File: src/rtl/wrl_pkg.sv
// Shared types, sizes and helper functions for the windowed event rate limiter.
// Used by every module in rtl/; depends on nothing.
`default_nettype none

package wrl_pkg;

    // Sizing of the limiter.
    localparam int NUM_SOURCES = 16;
    localparam int MAX_STAMPS  = 64;
    localparam int TIME_BITS   = 32;

    localparam int SRC_W  = (NUM_SOURCES > 1) ? $clog2(NUM_SOURCES) : 1;
    localparam int SLOT_W = $clog2(MAX_STAMPS);
    localparam int CNT_W  = $clog2(MAX_STAMPS + 1);

    // Configuration port.
    localparam int CFG_IDX_W  = 2;
    localparam int CFG_DATA_W = 16;

    localparam logic [CFG_IDX_W-1:0] CFG_ENABLE    = 2'd0;
    localparam logic [CFG_IDX_W-1:0] CFG_WINDOW    = 2'd1;
    localparam logic [CFG_IDX_W-1:0] CFG_THRESHOLD = 2'd2;
    localparam logic [CFG_IDX_W-1:0] CFG_BLOCK     = 2'd3;

    localparam logic        RST_ENABLE    = 1'b1;
    localparam logic [15:0] RST_WINDOW    = 16'd10;
    localparam logic [6:0]  RST_THRESHOLD = 7'd5;
    localparam logic [15:0] RST_BLOCK     = 16'd60;

    typedef logic [TIME_BITS-1:0] t_time;
    typedef logic [SRC_W-1:0]     t_src;
    typedef logic [SLOT_W-1:0]    t_slot;
    typedef logic [CNT_W-1:0]     t_cnt;

    // Channel payloads.
    typedef struct packed {
        logic [3:0]  source_id;
        logic [31:0] now_seconds;
    } t_in;

    typedef struct packed {
        logic        drop;
        logic        protection_entered;
        logic [31:0] blocked_total;
        logic [31:0] flood_attempts;
    } t_out;

    // Per-source record kept in the source table.
    typedef struct packed {
        logic  active;
        t_time blk_end;
        t_cnt  count;
        t_slot head;
    } t_src_rec;

    // Request to the stamp ring sweep engine and its response.
    typedef struct packed {
        t_src  src;
        t_slot start;
        t_cnt  scan;
        t_time cutoff;
        t_time now;
    } t_sweep_req;

    typedef struct packed {
        logic  done;
        t_cnt  kept;
        t_slot head;
    } t_sweep_rsp;

    function automatic t_slot slot_inc(input t_slot s);
        t_slot r;
        if (s == SLOT_W'(MAX_STAMPS - 1)) begin
            r = '0;
        end else begin
            r = s + 1'b1;
        end
        return r;
    endfunction

    // Slot of the oldest entry: (head + MAX_STAMPS - cnt) mod MAX_STAMPS.
    function automatic t_slot oldest_slot(input t_slot head, input t_cnt cnt);
        logic [SLOT_W:0] sum;
        logic [SLOT_W:0] r;
        sum = (SLOT_W+1)'(head) + (SLOT_W+1)'(MAX_STAMPS) - (SLOT_W+1)'(cnt);
        if (sum >= (SLOT_W+1)'(MAX_STAMPS)) begin
            r = sum - (SLOT_W+1)'(MAX_STAMPS);
        end else begin
            r = sum;
        end
        return r[SLOT_W-1:0];
    endfunction

endpackage

`default_nettype wire

File: src/rtl/wrl_src_tbl.sv
// Per-source record table: block flag, block end, log count and ring head.
// Synchronous memory: read data is registered and appears in the cycle after i_rd_en; depends on wrl_pkg.
`default_nettype none

module wrl_src_tbl (
    input  wire logic              i_clk,
    input  wire logic              i_rst_n,
    input  wire logic              i_rd_en,
    input  wire wrl_pkg::t_src     i_rd_idx,
    output wrl_pkg::t_src_rec      o_rd_rec,
    input  wire logic              i_wr_en,
    input  wire wrl_pkg::t_src     i_wr_idx,
    input  wire wrl_pkg::t_src_rec i_wr_rec
);
    import wrl_pkg::*;

    t_src_rec r_mem [NUM_SOURCES];
    logic     r_vld [NUM_SOURCES];
    t_src_rec r_rd_rec;
    logic     r_rd_vld;

    // A record never written reads as all zero.
    always_ff @(posedge i_clk) begin
        if (!i_rst_n) begin
            for (int i = 0; i < NUM_SOURCES; i++) begin
                r_vld[i] <= 1'b0;
            end
            r_rd_vld <= 1'b0;
        end else begin
            if (i_wr_en) begin
                r_vld[i_wr_idx] <= 1'b1;
            end
            if (i_rd_en) begin
                r_rd_vld <= r_vld[i_rd_idx];
            end
        end
    end

    always_ff @(posedge i_clk) begin
        if (i_wr_en) begin
            r_mem[i_wr_idx] <= i_wr_rec;
        end
        if (i_rd_en) begin
            r_rd_rec <= r_mem[i_rd_idx];
        end
    end

    assign o_rd_rec = r_rd_vld ? r_rd_rec : '0;

endmodule

`default_nettype wire

File: config.mk
export PLATFORM = sky130hd
export DESIGN_NAME = wrl_src_tbl
export DESIGN_NICKNAME = d
export VERILOG_FILES = /design/src/rtl/wrl_pkg.sv /design/src/rtl/wrl_src_tbl.sv
export SDC_FILE = /design/constraint.sdc
export NUM_CORES = 1
export LEC_CHECK = 0
export ABC_AREA = 1
export ABC_CLOCK_PERIOD_IN_PS = 3600
export BUFFER_PORTS_ARGS = -buffer_cell sky130_fd_sc_hd__buf_4
export CORE_AREA = 2 2 242 244
export DETAILED_ROUTE_END_ITERATION = 12
export DIE_AREA = 0 0 244 246
export PLACE_DENSITY = 0.72
export SYNTH_ARGS = -nofsm -noshare
export SYNTH_HDL_FRONTEND = slang
export SYNTH_SLANG_ARGS = --single-unit
File: constraint.sdc
create_clock -name i_clk -period 3.6 [get_ports i_clk]
set_clock_uncertainty 0.2 [all_clocks]
set_input_delay 0.36 -clock i_clk [delete_from_list [all_inputs] [get_ports i_clk]]
set_output_delay 0.36 -clock i_clk [all_outputs]
set_load 0.01 [all_outputs]
; After elaboration in Yosys (flattened, before gate mapping)
; Memory sizes are Yosys's and may differ from the RTL's. A register that Yosys moved wholly into a read port is not among the register bits.
; Cells that the tools add are included.
[totals]
ff_bits = 0
n_memories = 2
input_bits = 58
out_inout_bits = 46
mem_bits_rw = 752
elab_cells = 13
[mem_list]
columns = memory, depth, width, rd, rd_clocked_by_memory_dff, wr, line_no
row1 = r_mem, 16, 46, 1, 1, 1, wrl_src_tbl.sv:17  ; t_src_rec r_mem [NUM_SOURCES];
row2 = r_vld, 16, 1, 1, 1, 16, wrl_src_tbl.sv:18  ; logic r_vld [NUM_SOURCES];
[classes]
n_reduce_logical = 2
mux = 9
[op_table]
columns = operator, n
row1 = $mux 46, 1
row2 = $mux 1, 7
row3 = $mux 4, 1
row4 = $logic_not 1->1, 1
row5 = $reduce_or 1->1, 1

; Logic depth before layout (Yosys ltp)
[logic_depth]
word_depth = 5
mapped_depth = 11
mapped_depth_nobuf = 9

; Worst setup path after synthesis
; No wires, ideal clock.
[synth_path]
kind = input -> register
startpoint = input i_wr_idx[2]
endpoint = memory r_mem[10][0] (netlist bit), enable pin
stages = 2
required_time_ns = 2.949
arrival_time_ns = 2.540
n_path_buf = 0
setup_slack_ns = 0.409
cell_sequence = nand3b_1 -> nor2_1
[synth_lines]
columns = element, line_no
row1 = from (decl), wrl_src_tbl.sv:12  ; input wire wrl_pkg::t_src i_wr_idx,
row2 = to (decl), wrl_src_tbl.sv:17
; Straight into the memory's write port.

==> impl_results.md <==
* Slew Limit Headroom at -0.0747
* Htree depth at 3
* Area of the multi-input gates at roughly 6500 um^2
* RSZ-0062 raised after global routing: no
* Die footprint at between 60000 and 70000 um^2
* Worst Setup SP: r_rd_vld$_SDFFE_PN0P_
* Post-DP HPWL at between 30000 and 40000 um
* Reg2reg path depth at 5
* Fin util at 0.619
* Mapped Area at approximately 31000 um^2
* Gr usage total at 0.242
* Worst EP arrival at 2.23 ns
* First-pass GRT wire length at around 110000 um
* Final net count at between 2000 and 3000
* Grt ovf at 0
* PortBufs at approximately 100
* Failing checks: max-slew violations
* Power, Total at 19200 uW
* Register area at approximately 24000 um^2
* Total Neg Setup Slack at 0 ns
* Highest achievable clock rate at approximately 0.36 GHz
* Total Routed Length at about 73000 um
* Antenna viol nets, final at 0
* RR Startpoint: r_rd_vld$_SDFFE_PN0P_
* Hold Crit Class: input port to register
* Setup CP Type: register to output port
* Total number of vias at approximately 20000
* Cts bufs inserted at between 70 and 80
* Yosys top cell by area: edfxtp_1
* Crit end category: output port
* Final Max Tran Viols at 104
* Post-CTS Setup Bufs at 0
* Final Setup Violations at 0
* Gate Count Post-Synth at about 2400
* Fillers at between 4000 and 5000
* Placer Congestion at between 0.7 and 0.8
* Synth warn at 0
* Share of the synthesized area in the top cell type at 0.748
* Core area at roughly 57000 um^2
* Area contributors post-synth: edfxtp_1 75%, nor2_1 6.9%, o211ai_1 3.9%, o21ai_0 3.7%, o21ai_1 2.2%
* Worst VDD drop at ~0.00038 V
* Clock Sinks at ~800
* PwrDens at about 540 nW/um^2
* Clk buf depth at 3
* CTS tree: yes
* Initial Util at 0.548
* 1st-iter DRT viols at around 2000
* Critical Path Most Common Cell: buf_4
* Antenna cell count at 0
* Unique masters post-synth at 21
* Final period util at 0.774
* Hold Vio Cnt, Final at 0
* DRT Pass-1 Iters at 5
* Row count at 88
* Post-Syn Nets at 2431
* Clock-pin slew on the worst setup and hold paths at approximately 0.06 ns
* Via-per-instance ratio at 5.91
* Worst-path cell chain: buf_4, nand2_1, inv_1, buf_4
* Status: complete, but fails checks
* Worst-skew pair later-pin latency at between 0.6 and 0.7 ns
* CP max stage cell: dfxtp_2
* Worst path max stage delay at just under 0.9 ns
* Initial antenna violation count at 0
* Slew @ Worst Pin at 1.61 ns
* Vias in the first global route at about 19000
* Worst EP required at 3.04 ns
* CP startpoint kind: register
* Tmin final at between 2 and 3 ns
* Worst Setup EP: o_rd_rec[43]
* Share of layout cells above drive strength 1 at 0.105
* Largest net degree at the start of global routing at 253
* Leakage power at 0.0119 uW
* # IOs at 104
* Synth Area per Inst at 13.2 um^2
* MaxCap Viol Count at 0
* Sequential share of the synthesized area at 0.758
* WL/cell at ~22 um
* Die width at roughly 240 um
* Area delta synth->final at 13.0%
* DR DRC count at 0
* Die Span Y at between 200 and 250 um
* Register-to-register setup slack at approximately 1.7 ns
* Worst-path maximum fanout at 27
* Root Driver: clkbuf_16
* Seq cells post-synth at roughly 800
* Reg-to-reg endpoint: r_rd_vld$_SDFFE_PN0P_
[metrics by stage]
stage / hold slack [ns] / std cells / setup slack, ns / instance area (um^2)
detailed placement: 0.261 / 3122 / 1.03 / 32700
global route: 0.254 / 3299 / 0.711 / 35500
global placement: 0.250 / 3122 / 1.10 / 32700
CTS: 0.230 / 3299 / 0.820 / 35500
floorplan: 0.241 / 2373 / 0.409 / 31400
finish: 0.243 / 3299 / 0.814 / 35500
[sequential cells by signal, indices dropped and copies added (netlist names)]
register  cells
r_mem       736
r_rd_rec     46
r_vld        16
r_rd_vld      1
[routing by layer]
metal  share of wire  GRT usage
met3           0.077     0.0367
met2            0.49      0.406
met1            0.41      0.328
met5               0          0
met4           0.022     0.0778
[cells in the mapped netlist, drive strengths merged]
| master | count |
|---|---|
| edfxtp | 782 |
| o211ai | 163 |
| o21ai | 368 |
| o221ai | 21 |
| o21a | 2 |
| buf | 113 |
| nand3b | 2 |
| nor2 | 580 |
| nand3 | 106 |
| inv | 55 |
| nand2 | 116 |
| dfxtp | 17 |
| clkbuf | 48 |
[layout make-up]
class                      instances  area share
inverter                          55     0.00620
tap                              765      0.0270
timing repair buffer             192      0.0468
clock buffer                      97      0.0576
sequential                       799       0.671
clock inverter                    33     0.00733
multi-input combinational       1358       0.184
[cells by family after synthesis]
| kind of cell | after synthesis | share of synthesized area |
|---|---|---|
| AOI/OAI and AO/OA | 554 | 0.104 |
| buffers and inverters | 216 | 0.0371 |
| DFF | 799 | 0.758 |
| and+or+nand+nor | 804 | 0.101 |
[worst min-delay path by stage]
stage	startpoint	to	depth (start not counted)
after floorplan	r_vld[10]$_DFF_P_	r_vld[10]$_DFF_P_	2
after global placement	r_vld[2]$_DFF_P_	r_vld[2]$_DFF_P_	2
after detailed placement	r_vld[6]$_DFF_P_	r_vld[6]$_DFF_P_	2
after CTS	i_rd_en	r_rd_rec[5]$_DFFE_PP_	1
after global routing	i_rd_en	r_rd_rec[5]$_DFFE_PP_	1
final	i_rd_en	r_rd_rec[0]$_DFFE_PP_	1
[critical path, delay by kind of cell, from the launching register on]
kind	cells	cell delay [ns]
buffers and inverters	3	0.61
flip-flops	1	0.89
AND/OR/NAND/NOR	1	0.10
[cells in the final DEF, fill, tap and decap left out, drive strengths merged]
cell,instances
inv,54
clkinv,27
o221ai,21
nor2,580
dfxtp,17
nand3b,2
nand3,106
edfxtp,782
o21a,2
buf,144
bufinv,4
o21ai,368
clkinvlp,3
dlygate4sd3,47
o211ai,163
nand2,116
clkbuf,98
[power breakdown]
group,total [uW],switching [uW],internal (uW)
registers,10500,69.5,10400
clock network,7520,3240,4280
logic,1140,787,356
total,19200,4090,15100
[what timing repair did]
action                    4_1_cts  5_1_grt
hold endpoints to repair      738        0
hold buffers                   47        0
resized for setup               0        0
Note: power is estimated with default switching activity, not from simulation.
